## config.mk

```make
export PLATFORM = sky130hd
export DESIGN_NAME = slt_front
export DESIGN_NICKNAME = d
export VERILOG_FILES = /design/src/hw/rtl/slt_pkg.sv /design/src/hw/rtl/slt_front.sv
export SDC_FILE = /design/constraint.sdc
export NUM_CORES = 1
export LEC_CHECK = 0
export BUFFER_PORTS_ARGS = -buffer_cell sky130_fd_sc_hd__buf_4
export CORE_MARGIN = 5
export CORE_UTILIZATION = 54
export DETAILED_ROUTE_END_ITERATION = 7
export GPL_TIMING_DRIVEN = 0
export PLACE_DENSITY = 0.84
export SYNTH_ARGS = -nofsm -noshare
export SYNTH_HDL_FRONTEND = slang
export SYNTH_SLANG_ARGS = --single-unit
export TNS_END_PERCENT = 1
```

## constraint.sdc

```tcl
create_clock -name clk -period 6.9 [get_ports clk]
set_clock_uncertainty 0.05 [all_clocks]
set_input_delay 1.38 -clock clk [delete_from_list [all_inputs] [get_ports clk]]
set_output_delay 1.38 -clock clk [all_outputs]
set_load 0.05 [all_outputs]
```

## src/hw/rtl/slt_pkg.sv

```systemverilog
// Shared types, widths and codes of the supercover line obstacle tracer.
package slt_pkg;

    localparam int COORD_W = 12;
    localparam int LIM_W = COORD_W + 1;
    localparam int CFG_W = 10;
    localparam int PIX_W = 9;
    localparam int LEN_W = 12;
    localparam int ERR_W = 13;
    localparam int CFG_IDX_W = 2;
    localparam int DEF_MAX_WIDTH = 512;
    localparam int DEF_MAX_HEIGHT = 512;
    localparam int QUEUE_DEPTH = 4;

    localparam logic [CFG_IDX_W-1:0] REG_MAP_WIDTH = 2'd0;
    localparam logic [CFG_IDX_W-1:0] REG_MAP_HEIGHT = 2'd1;

    localparam logic [CFG_W-1:0] MAP_WIDTH_RESET = 10'd512;
    localparam logic [CFG_W-1:0] MAP_HEIGHT_RESET = 10'd512;

    localparam logic REQ_WRITE = 1'b0;
    localparam logic REQ_TRACE = 1'b1;

    typedef struct packed {
        logic                      req_type;
        logic signed [COORD_W-1:0] start_col;
        logic signed [COORD_W-1:0] start_row;
        logic signed [COORD_W-1:0] end_col;
        logic signed [COORD_W-1:0] end_row;
        logic [PIX_W-1:0]          pixel_col;
        logic [PIX_W-1:0]          pixel_row;
        logic                      pixel_value;
    } req_t;

    typedef struct packed {
        logic                      hit;
        logic signed [COORD_W-1:0] hit_col;
        logic signed [COORD_W-1:0] hit_row;
    } rsp_t;

    typedef struct packed {
        logic                      is_trace;
        logic signed [COORD_W-1:0] start_col;
        logic signed [COORD_W-1:0] start_row;
        logic [LEN_W-1:0]          dmaj;
        logic [LEN_W-1:0]          dmin;
        logic                      col_neg;
        logic                      row_neg;
        logic                      row_major;
        logic [PIX_W-1:0]          pixel_col;
        logic [PIX_W-1:0]          pixel_row;
        logic                      pixel_value;
    } cmd_t;

    typedef struct packed {
        logic [CFG_W-1:0] map_width;
        logic [CFG_W-1:0] map_height;
    } cfg_t;

    typedef enum logic [2:0] {
        ST_IDLE,
        ST_STEP,
        ST_TEST,
        ST_DRAIN,
        ST_DONE
    } state_t;

endpackage

```

## src/hw/rtl/slt_front.sv

```systemverilog
// Front stage: accepts request beats and classifies traces into line commands.
module slt_front (
    input  logic          clk,
    input  logic          rst_n,
    input  logic          req_valid,
    output logic          req_stall,
    input  slt_pkg::req_t req,
    input  logic          q_full,
    output logic          push_valid,
    output slt_pkg::cmd_t push_cmd
);
    import slt_pkg::*;

    logic                  front_valid_reg;
    logic                  front_valid_next;
    cmd_t                  cmd_reg;
    cmd_t                  cmd_next;
    logic                  accept;
    logic signed [COORD_W:0] dc;
    logic signed [COORD_W:0] dr;
    logic [COORD_W:0]      adc;
    logic [COORD_W:0]      adr;
    logic [LEN_W-1:0]      len_c;
    logic [LEN_W-1:0]      len_r;

    assign req_stall = front_valid_reg && q_full;
    assign accept = req_valid && !req_stall;
    assign push_valid = front_valid_reg && !q_full;
    assign push_cmd = cmd_reg;

    always_comb
    begin
        dc = {req.end_col[COORD_W-1], req.end_col} - {req.start_col[COORD_W-1], req.start_col};
        dr = {req.end_row[COORD_W-1], req.end_row} - {req.start_row[COORD_W-1], req.start_row};
        adc = dc[COORD_W] ? -dc : dc;
        adr = dr[COORD_W] ? -dr : dr;
        len_c = adc[LEN_W-1:0];
        len_r = adr[LEN_W-1:0];

        cmd_next.is_trace = (req.req_type == REQ_TRACE);
        cmd_next.start_col = req.start_col;
        cmd_next.start_row = req.start_row;
        cmd_next.col_neg = dc[COORD_W];
        cmd_next.row_neg = dr[COORD_W];
        cmd_next.row_major = (len_r >= len_c);
        cmd_next.dmaj = (len_r >= len_c) ? len_r : len_c;
        cmd_next.dmin = (len_r >= len_c) ? len_c : len_r;
        cmd_next.pixel_col = req.pixel_col;
        cmd_next.pixel_row = req.pixel_row;
        cmd_next.pixel_value = req.pixel_value;
    end

    always_comb
    begin
        front_valid_next = front_valid_reg;
        if (accept)
        begin
            front_valid_next = 1'b1;
        end
        else if (push_valid)
        begin
            front_valid_next = 1'b0;
        end
    end

    always_ff @(posedge clk or negedge rst_n)
    begin
        if (!rst_n)
        begin
            front_valid_reg <= 1'b0;
        end
        else
        begin
            front_valid_reg <= front_valid_next;
        end
    end

    always_ff @(posedge clk)
    begin
        if (accept)
        begin
            cmd_reg <= cmd_next;
        end
    end

endmodule

```

==> summary.md <==
| Metric | Value |
|---|---|
| CP Capture Type | `flop` |
| Area fraction of the dominant cell type after synthesis | `47.4%` |
| TNS Setup | `0 ns` |
| Pwr/cell area | `314 nW/um^2` |
| Die width | `101 microns` |
| Fin worst setup slack | `0.623 ns` |
| CTS root buf | `clkbuf_8` |
| Vias per Instance | `5.37` |
| VDD IR-drop max | `137 uV` |
| Starting density of the core | `55.0%` |
| Clock tree buffer depth | `2` |
| Largest net degree at the start of global routing | `28` |
| CP required | `6.93 ns` |
| Die ar. | `10300 sq um` |
| Slew Limit Fails | `0` |
| Finish-stage setup viols | `0` |
| Worst setup SP type | `primary input` |
| Initial DRC count | `107` |
| EDFF count, synth | `71` |
| Detailed Place HPWL | `8400 microns` |
| Initial antenna violation count | `0` |
| CTS Buf Count | `9` |
| CP top delay family | `compound AO/OA/AOI/OAI gates` |
| TritonCTS Sinks | `72` |
| Worst path most repeated cell | `a21oi_1` |
| Status | `finished, final reports clean` |
| Final hold vios | `0` |
| IO Port Bufs | `144` |
| Register area share after synthesis | `48.0%` |
| RSZ-0062 raised after global routing | `false` |
| CP startpoint | `req[31]` |
| Min Clock Period, post-route | `6.28 ns` |
| Crit path kind | `in -> reg` |
| Hold Crit Start | `front_valid_reg` |
| Cells along the critical path | `buf_4 > inv_1 > ha_1 > fa_1 > nand2b_1 > a211oi_1 > nor2b_1 > o31a_1 > o221ai_1 > buf_2 > inv_1 > a21oi_1 > ha_1 > a21oi_1 > nor2b_1 > o211ai_1 > a21oi_1 > a2111oi_0 > o21ai_1 > buf_2 > mux2i_1` |
| Post-synthesis cell count | `399` |
| Nets@finish | `668` |
| Row Count | `33` |
| First-pass GRT wire length | `16700 microns` |
| Crit-path slowest cell | `a2111oi_0` |
| Drt wl/cell | `16.0 microns` |
| Yosys top cell by area | `edfxtp_1` |
| Setup bufs post-CTS | `0` |
| Signal arrival time at the worst endpoint | `6.31 ns` |
| Leakage | `2.71 nW` |
| Predominant post-synthesis flop cell | `edfxtp_1` |
| Total grt overflow | `0` |
| Max-slew headroom | `45.7%` |
| DIE HEIGHT | `101 microns` |
| GRT Overall Usage | `20.6%` |
| Final period util | `91.0%` |
| Crit path max fanout | `10` |
| Final ANT Viol Nets | `0` |
| GPL Wtd Cong | `0.806` |
| Hold Path Class | `reg -> reg` |
| Worst-skew pair later-pin latency | `0.35 ns` |
| Synthesis warning total | `0` |
| Commonest non-fill, non-tap cells in the layout | `buf_4 (144), edfxtp_1 (71), inv_1 (44)` |
| Worst Max-Slew Pin Slew | `0.804 ns` |
| RR Startpoint | `front_valid_reg` |
| Commonest non-fill, non-tap cell in the layout | `buf_4` |
| Max incr delay on CP | `0.47 ns` |
| Number of flip-flops under the largest register name | `71` |
| Unique cell type count in the Yosys netlist | `55` |
| DRC Markers | `0` |
| Detailed-route via count | `3574` |
| Area Growth Syn to Fin | `33.1%` |
| Number of synthesized register bits | `72` |
| Post-CTS sizing | `0` |
| Post-Route WL | `10600 microns` |
| Avg Cell Area, Syn | `11.3 sq um` |
| Max frequency | `159 MHz` |
| Post-Syn Nets | `511` |
| Layout cell share with drive strength beyond 1 | `31.0%` |
| N_diodes | `0` |
| Vias in the first global route | `3562` |
| Top post-synthesis cells by area | `edfxtp_1 (47%), ha_1 (11%), mux2i_1 (5.3%)` |
| Reg clk slew, reported paths | `0.08 ns` |
| Number of max-cap violations | `0` |
| Hold_buf cts | `0` |
| Core ar. | `8180 sq um` |
| DR pass1 iterations | `6` |
| Post-synth ARST share | `1.39%` |
| FILL cells | `601` |
| TritonCTS clock tree | `yes` |
| I/O pins | `145` |
| Post-Syn Area | `4500 sq um` |
| H-tree levels | `3` |
| Bufs and invs on worst path | `5` |
| Post-Place Setup Slack | `0.318 ns` |
-- power breakdown --
part	leakage (nW)	switching, mW	internal [mW]
clock	0.110	0.169	0.204
combinational	1.92	0.575	0.330
sequential	0.687	0.0170	0.584
-- path summary, 6_finish.rpt --
kind | depth (start not counted) | end | slack (ns)
min in group asynchronous | 1 | front_valid_reg | 0.74
worst max register to register | 4 | push_cmd[34] | 4.93
worst min-delay path | 2 | front_valid_reg | 0.69
worst min register to register | 2 | front_valid_reg | 0.69
max in group asynchronous | 1 | front_valid_reg | 5.98
worst max-delay path | 21 | push_cmd[23] | 0.62
-- logic make-up after synthesis --
kind of cell               share of synthesized area [%]
and+or+nand+nor                                     10.6
DFF                                                 48.0
buffers and inverters                               4.62
muxes                                               5.34
xor gates and xnor gates                            7.37
AOI/OAI and AO/OA                                   12.6
adders and majority gates                           11.5
-- worst register-to-register path, cell delays in order, from the launching register on --
cell and delay [ns]:
dfrtp_1 0.39, and2_1 0.19, nor2b_4 0.56, buf_16 0.26, buf_12 0.22
-- synth_stat cells, types with 3 or more instances --
cell type	count
edfxtp_1	71
inv_1	44
ha_1	38
nor2_1	31
mux2i_1	24
a21oi_1	22
xnor2_1	19
xor2_1	17
nor2b_1	16
nand2_1	14
a21o_1	8
o21ai_0	8
nand2b_1	6
and2_1	5
nor3_1	5
o2111ai_1	5
o21a_1	5
a211oi_1	4
buf_2	4
nand3_1	4
a2111oi_0	3
a31oi_1	3
clkbuf_1	3
o211ai_1	3
o22ai_1	3
-- per-layer routing --
| metal | part of all wire (%) | global-route usage (%) | vias to the layer above |
|---|---|---|---|
| met5 | 0 | 0 | - |
| met4 | 1.7 | 7.26 | 0 |
| met3 | 7.5 | 5.79 | 20 |
| met2 | 53 | 35.9 | 119 |
| met1 | 38 | 24.2 | 1672 |
| li1 | - | - | 1763 |
-- area by class of cell --
| cell class | instances | area [sq um] | area share [%] |
|---|---|---|---|
| multi-input cells | 275 | 2140 | 35.8 |
| inverters | 44 | 165 | 2.76 |
| plain buffers | 8 | 42.5 | 0.711 |
| clock buffers | 9 | 124 | 2.07 |
| clock inverters | 7 | 95.1 | 1.59 |
| well taps | 105 | 131 | 2.20 |
| flip-flops and latches | 72 | 2160 | 36.1 |
| repair buffers | 146 | 1130 | 18.9 |
-- metrics by stage --
stage               total power, mW  hold WS [ns]  instances  area, sq um  utilization [%]
floorplan                      1.26         0.930        399         4500                -
global placement               1.47         0.558        648         5710             69.8
detailed placement             1.51         0.676        650         5760             70.5
CTS                            1.89         0.702        666         5980             73.2
global route                   1.98         0.727        666         5980             73.2
finish                         1.88         0.692        666         5980             73.2
Note: power is estimated with default switching activity, not from simulation.
