**src/hw/rtl/slt_pkg.sv**
```systemverilog
// Shared types, widths and codes of the supercover line obstacle tracer.
package slt_pkg;

    localparam int COORD_W = 12;
    localparam int LIM_W = COORD_W + 1;
    localparam int CFG_W = 10;
    localparam int PIX_W = 9;
    localparam int LEN_W = 12;
    localparam int ERR_W = 13;
    localparam int CFG_IDX_W = 2;
    localparam int DEF_MAX_WIDTH = 512;
    localparam int DEF_MAX_HEIGHT = 512;
    localparam int QUEUE_DEPTH = 4;

    localparam logic [CFG_IDX_W-1:0] REG_MAP_WIDTH = 2'd0;
    localparam logic [CFG_IDX_W-1:0] REG_MAP_HEIGHT = 2'd1;

    localparam logic [CFG_W-1:0] MAP_WIDTH_RESET = 10'd512;
    localparam logic [CFG_W-1:0] MAP_HEIGHT_RESET = 10'd512;

    localparam logic REQ_WRITE = 1'b0;
    localparam logic REQ_TRACE = 1'b1;

    typedef struct packed {
        logic                      req_type;
        logic signed [COORD_W-1:0] start_col;
        logic signed [COORD_W-1:0] start_row;
        logic signed [COORD_W-1:0] end_col;
        logic signed [COORD_W-1:0] end_row;
        logic [PIX_W-1:0]          pixel_col;
        logic [PIX_W-1:0]          pixel_row;
        logic                      pixel_value;
    } req_t;

    typedef struct packed {
        logic                      hit;
        logic signed [COORD_W-1:0] hit_col;
        logic signed [COORD_W-1:0] hit_row;
    } rsp_t;

    typedef struct packed {
        logic                      is_trace;
        logic signed [COORD_W-1:0] start_col;
        logic signed [COORD_W-1:0] start_row;
        logic [LEN_W-1:0]          dmaj;
        logic [LEN_W-1:0]          dmin;
        logic                      col_neg;
        logic                      row_neg;
        logic                      row_major;
        logic [PIX_W-1:0]          pixel_col;
        logic [PIX_W-1:0]          pixel_row;
        logic                      pixel_value;
    } cmd_t;

    typedef struct packed {
        logic [CFG_W-1:0] map_width;
        logic [CFG_W-1:0] map_height;
    } cfg_t;

    typedef enum logic [2:0] {
        ST_IDLE,
        ST_STEP,
        ST_TEST,
        ST_DRAIN,
        ST_DONE
    } state_t;

endpackage

```
**src/hw/rtl/slt_queue.sv**
```systemverilog
// Short command queue between the front stage and the line walker.
module slt_queue #(
    parameter int DEPTH = slt_pkg::QUEUE_DEPTH
) (
    input  logic          clk,
    input  logic          rst_n,
    input  logic          push,
    input  slt_pkg::cmd_t push_cmd,
    output logic          full,
    input  logic          pop,
    output logic          empty,
    output slt_pkg::cmd_t head
);
    import slt_pkg::*;

    localparam int PtrW = (DEPTH > 1) ? $clog2(DEPTH) : 1;
    localparam int CntW = $clog2(DEPTH + 1);
    localparam logic [PtrW-1:0] LastPtr = PtrW'(DEPTH - 1);
    localparam logic [CntW-1:0] FullCnt = CntW'(DEPTH);

    cmd_t            slots_reg [DEPTH];
    logic [PtrW-1:0] wr_ptr_reg;
    logic [PtrW-1:0] wr_ptr_next;
    logic [PtrW-1:0] rd_ptr_reg;
    logic [PtrW-1:0] rd_ptr_next;
    logic [CntW-1:0] count_reg;
    logic [CntW-1:0] count_next;
    logic            do_push;
    logic            do_pop;

    assign full = (count_reg == FullCnt);
    assign empty = (count_reg == '0);
    assign head = slots_reg[rd_ptr_reg];
    assign do_push = push && !full;
    assign do_pop = pop && !empty;

    always_comb
    begin
        wr_ptr_next = wr_ptr_reg;
        rd_ptr_next = rd_ptr_reg;
        count_next = count_reg;
        if (do_push)
        begin
            wr_ptr_next = (wr_ptr_reg == LastPtr) ? '0 : wr_ptr_reg + 1'b1;
        end
        if (do_pop)
        begin
            rd_ptr_next = (rd_ptr_reg == LastPtr) ? '0 : rd_ptr_reg + 1'b1;
        end
        if (do_push && !do_pop)
        begin
            count_next = count_reg + 1'b1;
        end
        else if (do_pop && !do_push)
        begin
            count_next = count_reg - 1'b1;
        end
    end

    always_ff @(posedge clk or negedge rst_n)
    begin
        if (!rst_n)
        begin
            wr_ptr_reg <= '0;
            rd_ptr_reg <= '0;
            count_reg <= '0;
        end
        else
        begin
            wr_ptr_reg <= wr_ptr_next;
            rd_ptr_reg <= rd_ptr_next;
            count_reg <= count_next;
        end
    end

    always_ff @(posedge clk)
    begin
        if (do_push)
        begin
            slots_reg[wr_ptr_reg] <= push_cmd;
        end
    end

endmodule

```
**config.mk**
```make
export PLATFORM = sky130hd
export DESIGN_NAME = slt_queue
export DESIGN_NICKNAME = d
export VERILOG_FILES = /design/src/hw/rtl/slt_pkg.sv /design/src/hw/rtl/slt_queue.sv
export SDC_FILE = /design/constraint.sdc
export NUM_CORES = 1
export LEC_CHECK = 0
export BUFFER_PORTS_ARGS = -buffer_cell sky130_fd_sc_hd__buf_2
export CELL_PAD_IN_SITES_DETAIL_PLACEMENT = 1
export CELL_PAD_IN_SITES_GLOBAL_PLACEMENT = 1
export CORE_ASPECT_RATIO = 0.6
export CORE_MARGIN = 1.5
export CORE_UTILIZATION = 50
export DETAILED_ROUTE_END_ITERATION = 12
export PLACE_DENSITY_LB_ADDON = 0.1
export SLEW_MARGIN = 20
export SYNTH_ARGS = -nofsm -noshare
export SYNTH_HDL_FRONTEND = slang
export SYNTH_SLANG_ARGS = --single-unit
```
**constraint.sdc**
```tcl
create_clock -name clk -period 4 [get_ports clk]
set_input_delay 0 -clock clk [delete_from_list [all_inputs] [get_ports clk]]
set_output_delay 0 -clock clk [all_outputs]
set_load 0.02 [all_outputs]
```
==> results of run 1 <==
==> stage by stage <==
step / utilization / setup WS, ps
3_5_place_dp: 0.561 / 1510
4_1_cts: 0.635 / 1260
3_3_place_gp: 0.557 / 1550
2_1_floorplan: - / 992
6_report: 0.636 / 1340
5_1_grt: 0.636 / 1160
==> layer usage <==
layer | up-vias | global-route usage
met5 | - | 0
met4 | 0 | 0.0432
met3 | 31 | 0.0364
met2 | 160 | 0.314
met1 | 2642 | 0.283
li1 | 2232 | -
==> power breakdown <==
group          switching (mW)  leakage [nW]  internal [mW]
clock                    1.03         0.389           1.30
combinational            1.73          1.53           1.32
sequential              0.345          2.68           4.03
==> Yosys cell counts <==
library cell  instances
clkbuf_1              2
mux4_2               71
xor2_1                2
mux2_4                2
mux2_2                2
fa_1                  1
nor2b_1               1
edfxtp_1            284
buf_4                 8
dfrtp_1               7
xnor2_1               1
and2_1                4
buf_2                 7
inv_1                 3
nor3b_2               1
o31ai_2               1
nor2_1                2
a21o_1                1
ha_1                  6
nor3_1                2
==> what timing repair did <==
action,4_1_cts,5_1_grt
hold buffers,74,0
hold endpoints to repair,293,0
resized for setup,0,0
==> logic make-up after synthesis <==
kind of cell | Yosys count | synth area share
flops | 291 | 0.816
mux | 75 | 0.155
buf+inv | 20 | 0.0107
simple gates | 10 | 0.00575
fa+ha+maj | 7 | 0.00891
xor+xnor | 3 | 0.00246
compound gates | 2 | 0.00188
==> area by class of cell <==
| type | instances | area [um2] |
|---|---|---|
| inverters | 3 | 11.3 |
| flip-flops and latches | 291 | 8710 |
| clock inverters | 15 | 101 |
| fillers | 1740 | 7630 |
| repair buffers | 227 | 1610 |
| well taps | 279 | 349 |
| multi-input cells | 97 | 1860 |
| clock buffers | 33 | 698 |
| diodes | 1 | 2.50 |
==> path summary, 6_finish.rpt <==
path	to	from
max in group asynchronous	rd_ptr_reg[1]	rst_n
hold / removal	wr_ptr_reg[0]	push
min in group asynchronous	rd_ptr_reg[0]	rst_n
hold reg to reg	count_reg[2]	count_reg[2]
setup / recovery	head[5]	rd_ptr_reg[0]
setup reg to reg	slots_reg[3][68]	count_reg[2]
==> worst max-delay path, cell delays in order (launching register included) <==
cell and delay, ps:
dfrtp_4 920, buf_12 380, mux4_2 600, buf_2 190
==> metrics.cfg, run 1 <==
[status]
status=completed

[clocking]
path_clk_slew_ps=70
clockBufferDepth=3
htreeDepth=1
post_cts_buffers=0
tritoncts=done
clock_sinks=291
clock_latency_ps=510
cts_made_buffers=26
cts.root.buffer_cell=clkbuf_16

[drt]
via_count=5065
viasPerCell=5.35
routed.top_layer=met4
dr.pass1.iters=4
wire_per_inst_um=22.2
wirelength_met1_mm=9.57
ant_nets=0
drc=0
met3_length_mm=1.09
drt_iter0_markers=332
drt-total-wl_mm=21.0
dr_wl_met2_mm=10.0

[cells_and_area]
final_cell_mix=edfxtp_1 (284), buf_2 (147), dlygate4sd3_1 (74), mux4_2 (71), clkbuf_16 (27)
layout.nets=728
final_cell_area_um2=13300
drive_gt1_frac=0.407
final_common_cell=edfxtp_1
syn_to_final_growth_pct=25.1
final_cells=946
largest_reg_flops=284

[timing]
worst_pin_slew_ps=784
fmax_mhz=375
final_hold_viol_count=0
finClkSkew_ps=7.48
setup_viol=0
max_slew_margin=0.478
fin_crit_ps=2660
fin_crit_sh=0.666
hold_slack_ps=85.5
finalMaxSlewViolations=0
tns_ps=0
grt_setup_unrepaired=false

[floorplan]
ioPinCount=148
die_w_um=192
dieHeight_um=116
initial_core_util=0.509
die_area_um2=22300
coreArea_um2=21000
rows=41

[place]
post_dp_cell_area_um2=11800
numPortBuffers=147
placedCellCount=822
place.gp.congestion=0.739
post-dp-hpwl_mm=12.3

[global_route]
grt_max_degree=74
overflow=0
antenna_found_initial=1
grt_pass1_wl_mm=31.7
grt_util_all_layers=0.194
first_global_vias=5423

[pwr]
finalPower_mw=9.75
ir_drop_mv=0.384
p_leak_nw=4.60
powerDensity_nw_per_um2=731

[critical_path]
cp_max_fo=38
ff2ff_path_depth=4
critPathKind=reg2out
crit_path_start_kind=flip-flop
required_ps=4000
cp-end-kind=output pin
regToRegSetupSlack_ps=1490
worstPathArrival_ps=2660

[logic_synthesis]
synth_fp_nets=490
synth_top_area_share=0.799
syn-instance-count=408
synth_area_leader_cell=edfxtp_1
synth_seq_cells=291
syn_area_per_cell_um2=26.2
synth_seq_area_share=0.816
ys_types=20
syn_area_um2=10700
synth_area_leaders=edfxtp_1 (80%), mux4_2 (15%), dfrtp_1 (1.6%), ha_1 (0.70%), buf_4 (0.56%)
yosys_warnings=0

[worst_hold_path]
holdPathStages=3
hold_class=in2reg

[run]
drv_cap=0

No activity file was read; power rests on OpenSTA's default activity.
==> run 2, diff against run 1 <==
ABC_AREA = 1   (was not set)
CORE_UTILIZATION = 43   (was 50)
clock period = 2.38 ns   (was 4 ns; I/O delays follow)
==> run 2 against run 1 <==
Net effect: clock-buffer cell count up 2; flip-flop and latch count unchanged; clock skew about the same; routed wire length up 26%; clock power up 83%; non-clock buffer count up 15; hold slack better by 120 ps; synthesized cell count up 120%; critical endpoint is now head[1]; sequential power up 63%; cell count up 59%.
==> metrics.cfg, run 2 <==
[critical_path]
cp_max_fo=56  ; +47%
critPathKind=reg2out
cp-end-kind=output pin
crit_path_start_kind=flip-flop
worstPathArrival_ps=2100  ; -560 ps
required_ps=2380  ; -1620 ps

[place]
numPortBuffers=147  ; unchanged
pre_cts_slack_ps=498  ; -1010 ps
placedCellCount=1375  ; +67%
post-dp-hpwl_mm=15.1  ; +24%
place.gp.congestion=0.711  ; -3.7%

[cells_and_area]
largest_reg_flops=284  ; unchanged
n_fill_cell=2759  ; +59%
layout.nets=1196  ; +64%
seq_area_um2=8710  ; unchanged
final_cell_mix=edfxtp_1 (284), nand2_1 (228), inv_1 (157), buf_2 (147), dlygate4sd3_1 (75)
final_common_cell=edfxtp_1
multi_input_area_um2=2480  ; +33%
drive_gt1_frac=0.249  ; -0.158
final_cells=1502  ; +59%
syn_to_final_growth_pct=22.5

[pwr]
powerDensity_nw_per_um2=1240  ; +70%
p_leak_nw=5.96  ; +29%
finalPower_mw=18.5  ; +89%
ir_drop_mv=0.666  ; +73%

[global_route]
grt_max_degree=74  ; unchanged
first_global_vias=7539  ; +39%
grt_util_all_layers=0.183  ; -0.0118
grt_pass1_wl_mm=41.5  ; +31%
overflow=0  ; unchanged
antenna_found_initial=1  ; unchanged

[floorplan]
rows=47  ; +15%
dieHeight_um=133  ; +15%
coreArea_um2=27700  ; +32%
initial_core_util=0.439  ; -0.0697
die_area_um2=29300  ; +32%
ioPinCount=148  ; unchanged
die_w_um=220  ; +15%

[logic_synthesis]
yosys_warnings=0  ; unchanged
synth_edf_count=284  ; unchanged
synthFlopType=edfxtp_1
synth_area_leader_cell=edfxtp_1
synth_area_leaders=edfxtp_1 (70%), o211ai_2 (7.3%), nand2_1 (7.0%), inv_1 (4.8%), o211ai_1 (4.4%)
synth_seq_area_share=0.716  ; -0.0996
ys_async_sr_fraction=0.0241  ; unchanged
ys_types=16  ; -20%
syn_area_per_cell_um2=13.7  ; -48%
synth_seq_cells=291  ; unchanged
synthTopCellsByCount=edfxtp_1 (284), nand2_1 (228), inv_1 (157)
syn_area_um2=12200  ; +14%
synth_fp_nets=971  ; +98%
syn-instance-count=889  ; +120%
yosysMostFrequentCell=edfxtp_1
synth_top_area_share=0.702  ; -0.0976

[timing]
worst_pin_slew_ps=557  ; -227 ps
grt_setup_unrepaired=false
hold_slack_ps=204  ; +119 ps
setup_viol=0  ; unchanged
finClkSkew_ps=7.49  ; +0.0141 ps
fmax_mhz=476
fin_crit_sh=0.883
max_slew_margin=0.629  ; +0.151
fin_crit_ps=2100
final_hold_viol_count=0  ; unchanged
finalMaxSlewViolations=0  ; unchanged
worst_slack_ps=279  ; -1060 ps

[worst_hold_path]
hold_class=in2reg

[clocking]
cts_made_buffers=28  ; +7.7%
htreeDepth=1  ; unchanged
clock_latency_ps=540  ; +30 ps
cts_resized=0  ; unchanged
cts.root.buffer_cell=clkbuf_16
path_clk_slew_ps=60  ; about the same
tritoncts=done
clock_sinks=291  ; unchanged
clockBufferDepth=3  ; unchanged

[drt]
viasPerCell=4.88  ; -8.9%
drt_iter0_markers=396  ; +19%
ant_nets=0  ; unchanged
wire_per_inst_um=17.6  ; -21%
drt-total-wl_mm=26.4  ; +26%
drc=0  ; unchanged
dr.pass1.iters=4  ; unchanged
via_count=7325  ; +45%

[status]
status=completed

[run]
drv_cap=0  ; unchanged

[run 2: cell types whose count changed in the layout (fill, tap and decap cells not counted), moves of 8 or more]
cell      change
buf_12        +8
inv_1       +154
buf_4         +8
nand2_1     +228
o211ai_1     +71
o211ai_2     +71
mux4_2       -71
[run 2: cell families after synthesis]
family,count (synthesis),share of synthesized area
buffers and inverters,205,0.0825
AO/OA/AOI/OAI,143,0.117
adder cells (fa/ha/maj),7,0.00782
AND/OR/NAND/NOR,242,0.0756
XOR/XNOR,1,0.000721
flip-flops,291,0.716
[run 2: worst max-delay path: stages, from the launching register on]
cell	delay (ps)
dfrtp_4	720
buf_12	320
nand2_1	100
o211ai_1	120
nand2_1	100
buf_2	170
[run 2: routing by layer]
| metal | global-route usage | vias up | share of wire |
|---|---|---|---|
| li1 | - | 3535 | - |
| met1 | 0.263 | 3630 | 0.48 |
| met2 | 0.295 | 134 | 0.47 |
| met3 | 0.0304 | 26 | 0.042 |
| met4 | 0.0340 | 0 | 0.012 |
| met5 | 0 | - | 0 |
[run 2: worst paths after layout]
path | slack [ps] | from | end | depth (start not counted)
worst max-delay path | 280 | rd_ptr_reg[0] | head[1] | 5
worst min-delay path | 200 | push_cmd[18] | slots_reg[0][18] | 2
worst max register to register | 450 | count_reg[1] | count_reg[1] | 9
worst min register to register | 510 | count_reg[2] | count_reg[2] | 2
max in group asynchronous | 1660 | rst_n | rd_ptr_reg[1] | 3
min in group asynchronous | 430 | rst_n | wr_ptr_reg[1] | 3
[run 2: metrics by stage]
stage                     cell area [um2]   util  setup TNS (ps)
after floorplan                     12200      -         -189120
after global placement              13300  0.479               0
after detailed placement            13300  0.479               0
after CTS                           14900  0.537               0
after global routing                14900  0.538               0
final                               14900  0.538               0
[run 2: area by class of cell]
cell class / instances / area share
clock buffer: 35 / 0.0502
antenna: 1 / 0.000168
clock inverter: 15 / 0.00781
inverter: 158 / 0.0398
tap: 367 / 0.0308
timing repair buffer: 242 / 0.120
multi-input combinational: 393 / 0.166
sequential: 291 / 0.585
[run 2: where the power goes]
| part | switching [mW] | total, mW | internal [mW] |
|---|---|---|---|
| Combinational | 4.78 | 7.08 | 2.30 |
| Sequential | 0.385 | 7.12 | 6.73 |
| Clock | 1.84 | 4.26 | 2.43 |
| Total | 7.01 | 18.5 | 11.5 |
[run 2: timing repair]
| action | in CTS | in global routing |
|---|---|---|
| hold endpoints to repair | 296 | 0 |
| buffers inserted | 0 | 1 |
| hold buffers | 75 | 0 |
| endpoints found under the setup margin | 0 | 13 |
